## src/hw/rtl/ple_pkg.sv

```systemverilog
// Shared types, codes and field layout for the positional list engine.
`default_nettype none

package ple_pkg;

  localparam int unsigned TypeW    = 2;
  localparam int unsigned PosW     = 7;
  localparam int unsigned WordW    = 32;
  localparam int unsigned StatW    = 2;
  localparam int unsigned CntOutW  = 7;
  localparam int unsigned InDataW  = 48;
  localparam int unsigned OutDataW = 48;
  localparam int unsigned GroupN   = 32;

  typedef enum logic [TypeW-1:0] {
    REQ_READ      = 2'd0,
    REQ_OVERWRITE = 2'd1,
    REQ_INSERT    = 2'd2,
    REQ_REMOVE    = 2'd3
  } req_e;

  typedef enum logic [StatW-1:0] {
    ST_DONE  = 2'd0,
    ST_RANGE = 2'd1,
    ST_FULL  = 2'd2
  } status_e;

  typedef struct packed {
    logic            rd;
    logic            wr;
    logic            ins;
    logic            rem;
    logic [PosW-1:0] idx;
  } ctrl_t;

endpackage

`default_nettype wire

```

## src/hw/rtl/ple_cell.sv

```systemverilog
// One storage cell of the list chain: holds a word and shifts with its neighbors.
`default_nettype none

module ple_cell #(
  parameter int unsigned IDX = 0
) (
  input  wire logic                       clk_i,
  input  wire ple_pkg::ctrl_t             ctrl_i,
  input  wire logic [ple_pkg::WordW-1:0]  word_i,
  input  wire logic [ple_pkg::WordW-1:0]  prev_i,
  input  wire logic [ple_pkg::WordW-1:0]  next_i,
  output logic      [ple_pkg::WordW-1:0]  word_o,
  output logic      [ple_pkg::WordW-1:0]  tap_o
);
  import ple_pkg::*;

  logic [WordW-1:0] word_q, word_d;
  logic [31:0]      idx_x;
  logic             hit;
  logic             above;

  assign idx_x = 32'(ctrl_i.idx);
  assign hit   = (idx_x == IDX);
  assign above = (idx_x < IDX);

  always_comb begin
    word_d = word_q;
    if ((ctrl_i.wr || ctrl_i.ins) && hit) begin
      word_d = word_i;
    end else if (ctrl_i.ins && above) begin
      word_d = prev_i;
    end else if (ctrl_i.rem && (hit || above)) begin
      word_d = next_i;
    end
  end

  always_ff @(posedge clk_i) begin
    word_q <= word_d;
  end

  assign word_o = word_q;
  assign tap_o  = (ctrl_i.rd && hit) ? word_q : '0;

endmodule

`default_nettype wire

```

## config.mk

```make
export PLATFORM = sky130hd
export DESIGN_NAME = ple_cell
export DESIGN_NICKNAME = d
export VERILOG_FILES = /design/src/hw/rtl/ple_pkg.sv /design/src/hw/rtl/ple_cell.sv
export SDC_FILE = /design/constraint.sdc
export NUM_CORES = 1
export LEC_CHECK = 0
export ABC_AREA = 1
export BUFFER_PORTS_ARGS = -buffer_cell sky130_fd_sc_hd__buf_2
export CAP_MARGIN = 20
export CELL_PAD_IN_SITES_DETAIL_PLACEMENT = 1
export CELL_PAD_IN_SITES_GLOBAL_PLACEMENT = 1
export CORE_UTILIZATION = 24
export DETAILED_ROUTE_END_ITERATION = 12
export PLACE_DENSITY = 0.73
export SYNTH_ARGS = -nofsm -noshare
export SYNTH_HDL_FRONTEND = slang
export SYNTH_SLANG_ARGS = --single-unit
```

## constraint.sdc

```tcl
create_clock -name clk_i -period 1.9 [get_ports clk_i]
set_input_delay 0.285 -clock clk_i [delete_from_list [all_inputs] [get_ports clk_i]]
set_output_delay 0.285 -clock clk_i [all_outputs]
set_load 0.01 [all_outputs]
```

# [Yosys cells after proc, flatten, opt, wreduce, memory -nomap -nowiden]
# Index checks and enable logic that the tools add are counted.
[classes] n_lt_le_gt_ge=1 reduce_logical=8 mul=0 shift=0 bitwise=0 eq_ne=0 add_sub_neg=0 n_mux=4 n_div=0
[ops] cell="2-to-1 mux 32 bit" n=4
[ops] cell="logical NOT 32 bit" n=1
[ops] cell="< comparator 7 x 1 -> 1 bit (second input constant)" n=1
[ops] cell="logical AND 1 bit" n=4
[ops] cell="nonzero test 3 bit" n=1
[ops] cell="logical OR 1 bit" n=2
[totals] ff_bits=32 romBits=0 ram_bits=0 latch_bits=0 wordCells=14 inputBits=108 output_inout_bits=64 n_memories=0

# [Logic depth before layout (Yosys ltp)]
[logic_depth] word_depth=6 mapped_depth=7

# [Worst setup path before layout]
# No wires, ideal clock.
[synth_path] path_type="input port to flip-flop" from="input port ctrl_i[6] (netlist bit)" to="register word_q[0], in the netlist word_o[0] (enable)" t_arrival_ps=1613 setup_time_ps=391 required_ps=1509 setup_slack_ps=-104 stages=5 n_path_buf=1 cell_sequence="nor2_1 > nand2_1 > nor2_4 > buf_2 > o21a_1"
[synth_via] elab_chain_len=4 elab_cells_between_ends=7 cone_classes="1 x order compare; 6 x reduce/logical"
[synth_rtl] item="start, declared" line="ple_cell.sv:8" source="input wire ple_pkg::ctrl_t ctrl_i,"
[synth_rtl] item="< comparator 7 x 1 -> 1 bit or logical NOT 32 bit (tied branches)" line="ple_cell.sv:24, ple_cell.sv:23"
[synth_rtl] item="logical OR 1 bit" line="ple_cell.sv:32" source="end else if (ctrl_i.rem && (hit || above)) begin"
[synth_rtl] item="logical AND 1 bit" line="ple_cell.sv:32"
[synth_rtl] item="nonzero test 3 bit (no source line) (*)"
[synth_rtl] item="end signal, assigned" line="ple_cell.sv:38" source="word_q <= word_d;"
[synth_rtl] item="end, declared" line="ple_cell.sv:17" source="logic [WordW-1:0] word_q, word_d;"
# Every way passes the cells marked *; elsewhere a longest branch is shown, timed or not.
# A chain may end at the register's enable or synchronous reset.

# [Final worst setup path]
[layout_path] from="input port ctrl_i[6] (netlist bit)" to="output port tap_o[21] (netlist bit)"
[layout_via] elab_chain_len=3
[layout_rtl] item="logical NOT 32 bit" line="ple_cell.sv:23" source="assign hit = (idx_x == IDX);"
[layout_rtl] item="logical AND 1 bit" line="ple_cell.sv:42" source="assign tap_o = (ctrl_i.rd && hit) ? word_q : '0;"
[layout_rtl] item="2-to-1 mux 32 bit" line="ple_cell.sv:42"
[layout_rtl] item="end, declared" line="ple_cell.sv:13" source="output logic [ple_pkg::WordW-1:0] tap_o"
# No other way between the ends.

==> flow_summary.ini <==
[sta]
setup_viol = 0
clock.fmax_ghz = 0.566
timing.hold.ws_ns = 0.270
slew_viol_final = 0
period_share_pct = 93.0
min_period_ns = 1.77
tns_ns = 0
slew_headroom_pct = 45.7
worst_pin_slew_ns = 0.815
setup_ws_ns = 0.133
hold_viol_final = 0
rsz0062_at_grt = false

[route]
drc_errors = 0
wl_per_cell_um = 12.7
dr.pass1.iters = 4
drt-total-wl_mm = 6.02
viasPerCell = 4.12
drt_iter0_drc = 48
ant_nets = 0
vias = 1961

[layout]
antennaDiodeCount = 0
fin_nets = 475
post-route-util_pct = 34.5
layout_commonest_cell = buf_2
fill_cells = 1060
largest_reg_flops = 32
final_cell_mix = 139 x buf_2, 37 x inv_1, 32 x nand3_1, 32 x edfxtp_1, 31 x nand2_2
drive_above_1_share_pct = 62.2
syn_to_final_growth_pct = 38.7

[critical_path]
arrival_ns = 1.48
critPathKind = primary input to primary output
crit_required_ns = 1.62
startpoint_type = primary input
cp-end-kind = primary output
path_max_fanout = 16

[floorplan]
rows = 34
die-area_um2 = 9430
chipHeight_um = 97.1
core_area_um2 = 8720
initial_core_util_pct = 24.9
die_x_um = 97.1
ios = 172

[pwr]
leakage_nw = 1.56
power.total_w = 0.00149
vdd_drop_max_mv = 0.218
p_per_area_nw_per_um2 = 495

[outcome]
status = complete, no violations

[placed_design]
gp_congestion = 0.762
hpwl_mm = 4.90
post-place-ws_ns = 0.0651
portBuffers = 139

[clocking]
ctsHoldBuffers = 0
cts_setup_buffers = 0
clkTransAtPathRegs_ns = 0.07
cts_buffers = 5
htreeDepth = 2
clock_path_buffers = 2
cts_root_buf = clkbuf_8
cts.sinks = 32
tritoncts = yes
ctsResizeCount = 0

[global_routing]
antenna_found_initial = 0
overflow = 0
grt_use_total_pct = 13.1
grt_pass1_wl_mm = 9.69
grt_pass1_vias = 2071
grt_max_degree = 33

[synthesis]
synth.distinct_cells = 16
synth_seq_cells = 32
yosys-top-cells-area = edfxtp_1 44%, nand2_4 16%, nand2_2 8.9%
synth.avg_cell_area_um2 = 9.61
synthCells = 226
synth_top_area_share_pct = 44.3
synth_area_leader_cell = edfxtp_1
ys_warn_count = 0
syn-num-nets = 334
syn_area_um2 = 2170
ys_seq_area_share_pct = 44.3

[hold_path]
min_path_type = primary input to register

[job]
maxCapViolations = 0
==> worst paths after layout <==
check | end | cells past startpoint | slack (ns) | start
max | tap_o[21] | 9 | 0.13 | ctrl_i[6]
min | word_o[31] | 3 | 0.27 | next_i[31]
==> metrics by stage <==
step	instance area [um2]	cells
after floorplan	2170	226
after global placement	2930	468
after detailed placement	2930	468
after CTS	3010	476
after global routing	3010	476
final	3010	476
==> synthesized netlist by cell type (all sizes together) <==
master  instances
nand2          70
inv            38
nor2           38
nand3          33
edfxtp         32
buf            13
o21a            1
or2             1
==> where the power goes <==
group | internal, W | switching [W]
logic | 0.000105 | 0.0000973
clock network | 0.000249 | 0.000255
registers | 0.000781 | 0.00000206
total | 0.00113 | 0.000354
==> routing by layer <==
layer  vias to the layer above  GRT usage (%)  share of wire (%)
li1                        975              -                  -
met1                       897           13.9                 38
met2                        79           24.7                 55
met3                        10           3.02                5.6
met4                         0           5.05                2.1
met5                         -              0                  0
==> kinds of logic after synthesis <==
family                 share of synthesized area [%]
AND/OR/NAND/NOR                                 42.6
buffers and inverters                           12.8
flip-flops                                      44.3
AO/OA/AOI/OAI                                  0.346
==> layout make-up <==
type	instances	area, um2	share of cell area (%)
Tap cell	108	135	4.49
Clock inverter	3	13.8	0.457
Inverter	38	143	4.74
Timing Repair Buffer	147	756	25.1
Multi-Input combinational cell	143	933	31.0
Clock buffer	5	68.8	2.29
Sequential cell	32	961	31.9
==> worst max-delay path, cell delays in order <==
cell	delay, ns
buf_2	0.10
nor2_1	0.09
nand2_1	0.09
nor2_4	0.13
buf_4	0.22
nand2_2	0.07
buf_4	0.22
nor2_2	0.12
buf_2	0.15
(Power assumes the default switching activity.)
