## src/hw/rtl/ple_pkg.sv

```systemverilog
// Shared types, codes and field layout for the positional list engine.
`default_nettype none

package ple_pkg;

  localparam int unsigned TypeW    = 2;
  localparam int unsigned PosW     = 7;
  localparam int unsigned WordW    = 32;
  localparam int unsigned StatW    = 2;
  localparam int unsigned CntOutW  = 7;
  localparam int unsigned InDataW  = 48;
  localparam int unsigned OutDataW = 48;
  localparam int unsigned GroupN   = 32;

  typedef enum logic [TypeW-1:0] {
    REQ_READ      = 2'd0,
    REQ_OVERWRITE = 2'd1,
    REQ_INSERT    = 2'd2,
    REQ_REMOVE    = 2'd3
  } req_e;

  typedef enum logic [StatW-1:0] {
    ST_DONE  = 2'd0,
    ST_RANGE = 2'd1,
    ST_FULL  = 2'd2
  } status_e;

  typedef struct packed {
    logic            rd;
    logic            wr;
    logic            ins;
    logic            rem;
    logic [PosW-1:0] idx;
  } ctrl_t;

endpackage

`default_nettype wire

```

## src/hw/rtl/ple_orgrp.sv

```systemverilog
// Registered OR merge of one group of cell read taps.
`default_nettype none

module ple_orgrp #(
  parameter int unsigned N = 32
) (
  input  wire logic                              clk_i,
  input  wire logic                              en_i,
  input  wire logic [N-1:0][ple_pkg::WordW-1:0]  taps_i,
  output logic      [ple_pkg::WordW-1:0]         or_o
);
  import ple_pkg::*;

  logic [WordW-1:0] or_q, or_d;

  always_comb begin
    or_d = '0;
    for (int unsigned i = 0; i < N; i++) begin
      or_d = or_d | taps_i[i];
    end
  end

  always_ff @(posedge clk_i) begin
    if (en_i) begin
      or_q <= or_d;
    end
  end

  assign or_o = or_q;

endmodule

`default_nettype wire

```

## config.mk

```make
export PLATFORM = sky130hd
export DESIGN_NAME = ple_orgrp
export DESIGN_NICKNAME = d
export VERILOG_FILES = /design/src/hw/rtl/ple_pkg.sv /design/src/hw/rtl/ple_orgrp.sv
export SDC_FILE = /design/constraint.sdc
export NUM_CORES = 1
export LEC_CHECK = 0
export BUFFER_PORTS_ARGS = -buffer_cell sky130_fd_sc_hd__buf_4
export CAP_MARGIN = 15
export CORE_AREA = 3 3 412 414
export CTS_CLUSTER_DIAMETER = 100
export CTS_CLUSTER_SIZE = 30
export DETAILED_ROUTE_END_ITERATION = 10
export DIE_AREA = 0 0 415 417
export HOLD_SLACK_MARGIN = 0.06
export PLACE_DENSITY = 0.3
export SLEW_MARGIN = 20
export SYNTH_ARGS = -nofsm -noshare
export SYNTH_HDL_FRONTEND = slang
export SYNTH_SLANG_ARGS = --single-unit
```

## constraint.sdc

```tcl
create_clock -name clk_i -period 0.9 [get_ports clk_i]
set_input_delay 0.135 -clock clk_i [delete_from_list [all_inputs] [get_ports clk_i]]
set_output_delay 0.135 -clock clk_i [all_outputs]
set_load 0.01 [all_outputs]
```

=== After elaboration in Yosys (flattened, before gate mapping) ===
Index checks and enable logic that the tools add are counted.

* Flip-flop bits (word level): 32
* Input bits: 1026
* Output and inout port bits: 32
* Word-level logic and storage cells: 32

* Bitwise logic cells: 31

{| class="wikitable"
|+ Operator list
! cell !! number
|-
| $or A32 B32 Y32 || 31
|}

=== Longest topological paths before layout ===
Gate-level depths: netlist of the first run.

* Depth in word-level cells: 31
* Depth in mapped cells: 3

=== Worst setup path after synthesis of the first run ===
No wires, ideal clock.

* Path kind: input to register
* Start point: in taps_i[800] in the netlist's numbering
* End point: reg or_q[0] (netlist: or_o[0]) (data pin)
* Setup time: 259 ps
* Data arrival time: 696 ps
* Path slack: -55 ps
* Stages: 3
* Buffers on the path: 0
* Cells stage by stage: nor4_1 > nand4_1 > or2_1

* Cells in the longest elaborated chain, start to end: 7

{| class="wikitable"
|+ Ends and longest elaborated chain
! what !! RTL line !! RTL
|-
| start, declared || ple_orgrp.sv:9 || <nowiki>input wire logic [N-1:0][ple_pkg::WordW-1:0] taps_i,</nowiki>
|-
| $or A32 B32 Y32 (7 in a row) || ple_orgrp.sv:19 || <nowiki>or_d = or_d | taps_i[i];</nowiki>
|-
| net or_d[0] || ple_orgrp.sv:14 || <nowiki>logic [WordW-1:0] or_q, or_d;</nowiki>
|-
| end signal, assigned || ple_orgrp.sv:25 || <nowiki>or_q <= or_d;</nowiki>
|-
| end, declared || ple_orgrp.sv:14 ||
|}

The timed path passes the listed nets, and every way through them passes these cells.
A chain may end at the register's enable or synchronous reset.

=== Final worst setup path of the first run ===
* Start point: in taps_i[921] in the netlist's numbering
* End point: reg or_q[25] (netlist: or_o[25]) (data pin)

* Cells in the longest elaborated chain, start to end: 4

{| class="wikitable"
|+ Ends and longest elaborated chain
! what !! RTL line
|-
| $or A32 B32 Y32 (4 in a row) || ple_orgrp.sv:19
|-
| net or_d[25] || ple_orgrp.sv:14
|}

The timed path passes the listed nets, and every way through them passes these cells.

==> run summary, run 1 <==
status: complete, but fails checks
failing checks: setup timing
crit path cell chain: buf_6 > nor4_4 > buf_4 > nand4_1 > or2_1
Slowest cell on crit path: nand4_1
P_leak: 6.25 nW
layout cell share with drive strength beyond 1: 90.4%
grt ovf: 0
total vias in the final route: 8,720
Tmin final: 1.31 ns
setup ws final: -0.411 ns
filler cell count: 19,300
total wire length: 81,600 um
die span in x: 415 um
kind of critical path: in2reg
Syn. warnings: 0
Vias/cell: 2.36
TritonCTS buffer count: 5
Cells after Synth: 384
DP Worst Slack: -0.908 ns
CP peak stage delay: 0.38 ns
Critical Path RT: 0.97 ns
total power: 9.55 mW
TritonRoute pass-1 iters: 4
post-DP HPWL: 77,800 um
crit-path max FO: 1
Die H: 417 um
Seq pwr share: 18.5%
first-pass GRT wire length: 101,000 um
Crit path max-delay family: simple AND/OR/NAND/NOR gates
NetSw: 3.25 mW
CP endpoint kind: flip-flop
post-synthesis cell area: 3360 sq um
CTS tree: built
final setup violation count: 59
sequential cell area: 961 sq um
HP Class: in2reg
Final Util: 10.4%
Synth cell types: 5
crit start category: input pin
Multi-input gate area: 4660 sq um
RD Place Congestion: 0.884
initial antenna violation count: 51
Final Max Slew Viols: 0
row cnt: 150
fin nets: 2,508
Int Pwr: 6.30 mW
RSZ-0062 raised after global routing: true
Seq/Total Area, Yosys: 28.6%
IO Count: 1,058
Clock transition at path regs: 0.08 ns
Sink Count: 32
period utilization: 146%
Avg Cell Area, Syn: 8.76 sq um
Final Hold Fails: 0
Initial Util: 2.02%
core area: 167,000 sq um
MaxCap Viol Count: 0
Slew headroom: 66.4%
starting DRC count in detailed routing: 230
# placed instances: 3,687
Total Routing Usage GR: 8.97%
WP buf/inv: 2
vias in the first global route: 9,517
htree depth: 2
PD cells: 551 nW/um^2
f_max: 763 MHz
pin count of the biggest net entering global routing: 17
synthesis-to-finish area growth: 416%
Die ar.: 173,000 sq um
Final Instance Area: 17,300 sq um
drt wl/cell: 22.1 um
maximum vdd ir drop: 0.673 mV
flops & latches, synth: 32
buffer depth of the longest clock path: 2
CTS Root Cell: clkbuf_16
PortBufs: 1,057
Largest register FFs: 32
fin cells: 3,696
Syn Nets: 1,410
clock power share: 22.1%
Post-DRT Antenna Nets: 0
switching part of the total: 34.0%
Logic pwr share: 59.4%
DRC errors left: 0
Worst-Margin Slew: 0.502 ns
critical path arrival: 1.39 ns
Area after DPL: 15,900 sq um
[final timing paths]
| kind | start | cells after the start | slack, ns | end |
|---|---|---|---|---|
| setup / recovery | taps_i[921] | 5 | -0.41 | or_o[25]$_DFFE_PP_ |
| hold / removal | taps_i[202] | 4 | 0.17 | or_o[10]$_DFFE_PP_ |
[cell families after synthesis]
kind of cell	count (synthesis)	share of synthesized area, %
simple gates	352	71.4
flops	32	28.6
[power groups by stage]
stage          logic (mW)  clock network [mW]  registers [mW]
2_1_floorplan       0.377                   0            1.80
3_3_place_gp         5.16                   0            1.78
3_5_place_dp         5.17                   0            1.78
4_1_cts              5.62                2.43            1.76
5_1_grt              5.98                2.39            1.77
6_report             5.67                2.11            1.76
[worst min-delay path, cell delays in order]
cell and delay [ns]:
buf_4 0.08, nor4_1 0.04, nand4_1 0.05, or2_1 0.09
[cells in the final DEF (no fill, tap or decap)]
cell type,synthesis,routed
nor4_2,32,133
or2_1,32,32
clkbuf_16,0,5
nor4_1,224,15
clkinv_2,0,1
edfxtp_1,32,32
buf_4,0,936
diode_2,0,10
buf_12,0,2
buf_8,0,3
clkinvlp_4,0,1
nand4_1,64,64
buf_6,0,150
nor4_4,0,108
[layer usage]
| metal | vias up | part of all wire, % | GRT usage (%) |
|---|---|---|---|
| met2 | 508 | 50 | 15.6 |
| li1 | 4033 | - | - |
| met4 | 18 | 1.7 | 1.58 |
| met5 | - | 0.14 | 0 |
| met1 | 4073 | 41 | 11.1 |
| met3 | 88 | 7.1 | 2.48 |
[layout make-up]
class | count | share of cell area, %
clock buffers | 5 | 0.722
clock inverters | 2 | 0.0722
multi-input cells | 352 | 26.9
flip-flops and latches | 32 | 5.54
repair buffers | 1091 | 50.8
well taps | 2204 | 15.9
diodes | 10 | 0.144
[cells in the mapped netlist, drive strengths merged]
library cell  count  area, sq um
edfxtp           32          961
nand4            64          400
or2              32          200
nor4            256         1800
[what timing repair did]
action                     in CTS  in global routing
buffers inserted                0                  0
gates resized for setup       193                 52
pin swaps                      99                 72
setup endpoints to repair      60                 61
hold buffers                    0                  0
[through the flow]
step                hold WS [ns]  setup TNS (ns)
floorplan                  0.247           -1.43
global placement           0.503          -18.89
detailed placement         0.509          -18.75
CTS                        0.114           -9.38
global route               0.160          -10.13
finish                     0.166           -7.43
(Power assumes the default switching activity.)
==> run 2, diff against run 1 <==
==> constraint.sdc (replaced) <==
create_clock -name clk_i -period 0.9 [get_ports clk_i]
set_input_delay 0.045 -clock clk_i [delete_from_list [all_inputs] [get_ports clk_i]]
set_output_delay 0.045 -clock clk_i [all_outputs]
set_load 0.01 [all_outputs]
==> run 2 against run 1 <==
  * The flow still finishes with violations (setup timing)
  * Clock power grew 3%
  * Combinational power is 7.1% lower
  * Sequential power hardly changed
  * Hold slack got worse by 0.092 ns
  * Final area decreased by 5.7%
  * Total power decreased by 3.5%
  * Worst setup slack gained 0.042 ns
  * First-iteration DRC count grew 120%
  * Die area is the same
  * Non-clock buffer count grew 69
  * Critical path depth stayed put
  * Largest power group unchanged
==> run summary, run 2 (synthesized netlist as in run 1, its figures left out) <==
status: complete, but fails checks
failing checks: setup timing
Final Util: 9.81% (-0.59 points)
synthesis-to-finish area growth: 386%
IO Count: 1,058 (unchanged)
Die H: 417 um (unchanged)
Critical Path RT: 0.98 ns (about the same)
Sink Count: 32 (unchanged)
setup ws final: -0.370 ns (+0.0416 ns)
Slew headroom: 67.0% (+0.57 points)
commonest non-fill, non-tap cell in the layout: buf_4
vias in the first global route: 9,890 (+3.9%)
Initial Util: 2.02% (unchanged)
kind of critical path: in2reg
CTS tree: built
maximum vdd ir drop: 0.715 mV (+6.2%)
Post-DRT Antenna Nets: 0 (unchanged)
Final Hold Fails: 0 (unchanged)
post-DP HPWL: 100,000 um (+29%)
PortBufs: 1,057 (unchanged)
Clock transition at path regs: 0.08 ns (about the same)
period utilization: 141% (-4.6 points)
starting DRC count in detailed routing: 495 (+120%)
commonest cells after routing, fill and taps aside: buf_4 (1,069), nor4_1 (144), buf_6 (82), nand4_1 (64), nor4_2 (62)
Crit. Startpoint: taps_i[993]
htree depth: 2 (unchanged)
RD Place Congestion: 0.859 (-2.8%)
final setup violation count: 49 (-17%)
TritonCTS buffer count: 5 (unchanged)
TritonRoute pass-1 iters: 4 (unchanged)
filler cell count: 19,500 (+1.0%)
Die ar.: 173,000 sq um (unchanged)
Tmin final: 1.27 ns (-0.0416 ns)
CP endpoint kind: flip-flop
Worst-Margin Slew: 0.491 ns (-0.0107 ns)
Setup crit end: or_o[1]$_DFFE_PP_
total vias in the final route: 9,460 (+8.5%)
core area: 167,000 sq um (unchanged)
Largest register FFs: 32 (unchanged)
setup bufs post-CTS: 0 (unchanged)
Multi-input gate area: 3340 sq um (-28%)
DRC errors left: 0 (unchanged)
critical path arrival: 1.35 ns (-0.04 ns)
row cnt: 150 (unchanged)
f_max: 787 MHz (+3.3%)
crit start category: input pin
P_leak: 6.40 nW (+2.3%)
initial antenna violation count: 110 (+120%)
MaxCap Viol Count: 0 (unchanged)
pin count of the biggest net entering global routing: 18 (+1)
Setup TNS Final: -4.94 ns (+2.49 ns)
RSZ-0062 raised after global routing: true
HP Class: in2reg
Total Routing Usage GR: 11.5% (+2.5 points)
total power: 9.22 mW (-3.5%)
# placed instances: 3,751 (+1.7%)
Final Max Slew Viols: 0 (unchanged)
die span in x: 415 um (unchanged)
grt ovf: 0 (unchanged)
buffer depth of the longest clock path: 2 (unchanged)
sequential cell area: 961 sq um (unchanged)
layout cell share with drive strength beyond 1: 82.5% (-7.9 points)
fin nets: 2,577 (+2.8%)
Vias/cell: 2.50 (+6.0%)
PD cells: 564 nW/um^2 (+2.3%)
CTS Root Cell: clkbuf_16
drt wl/cell: 27.6 um (+25%)
hold slack: 0.0735 ns (-0.0923 ns)
total wire length: 104,000 um (+28%)
crit-path max FO: 1 (unchanged)
fin cells: 3,781 (+2.3%)
first-pass GRT wire length: 123,000 um (+22%)
[run 2: worst min path at each step]
stage,end,cells after the start,start,slack [ns]
floorplan,or_o[0]$_DFFE_PP_,0,en_i,0.16
global placement,or_o[27]$_DFFE_PP_,4,taps_i[763],0.41
detailed placement,or_o[1]$_DFFE_PP_,4,taps_i[129],0.42
CTS,or_o[22]$_DFFE_PP_,4,taps_i[502],0.03
global route,or_o[16]$_DFFE_PP_,4,taps_i[752],0.08
finish,or_o[16]$_DFFE_PP_,4,taps_i[752],0.07
[run 2: repair_timing]
item	4_1_cts	5_1_grt
endpoints found under the hold margin	12	0
resized for setup	171	50
endpoints found under the setup margin	59	60
pin swaps	52	32
[run 2: power by group]
group	leakage, nW	total [mW]	switching [mW]	internal [mW]
logic	6.01	5.27	1.86	3.42
clock network	0.0658	2.17	1.14	1.02
registers	0.323	1.78	0.0691	1.71
total	6.40	9.22	3.07	6.15
[run 2: metal layers]
metal  routed length [um]  vias up  track usage, %
met3                13200      169            6.41
met5                  483        -               0
met1                36900     4383            12.0
li1                     -     4199               -
met4                 1730       72            1.47
met2                52000      637            20.4
[run 2: cell type report]
class | instances | area share [%]
Timing Repair Buffer | 1160 | 55.6
Multi-Input combinational cell | 352 | 20.4
Tap cell | 2204 | 16.9
Sequential cell | 32 | 5.88
Clock buffer | 5 | 0.765
Antenna cell | 26 | 0.398
Clock inverter | 2 | 0.0765
[run 2: stage by stage]
step | instance area (sq um) | setup slack, ns
2_1_floorplan | 3360 | 0.0347
5_1_grt | 16300 | -0.383
3_3_place_gp | 14900 | -2.29
3_5_place_dp | 14900 | -1.04
6_report | 16400 | -0.370
4_1_cts | 16000 | -0.328
[run 2: worst max-delay path: stages]
cell	delay [ns]
buf_6	0.10
nor4_4	0.30
buf_6	0.20
nand4_1	0.35
or2_1	0.34
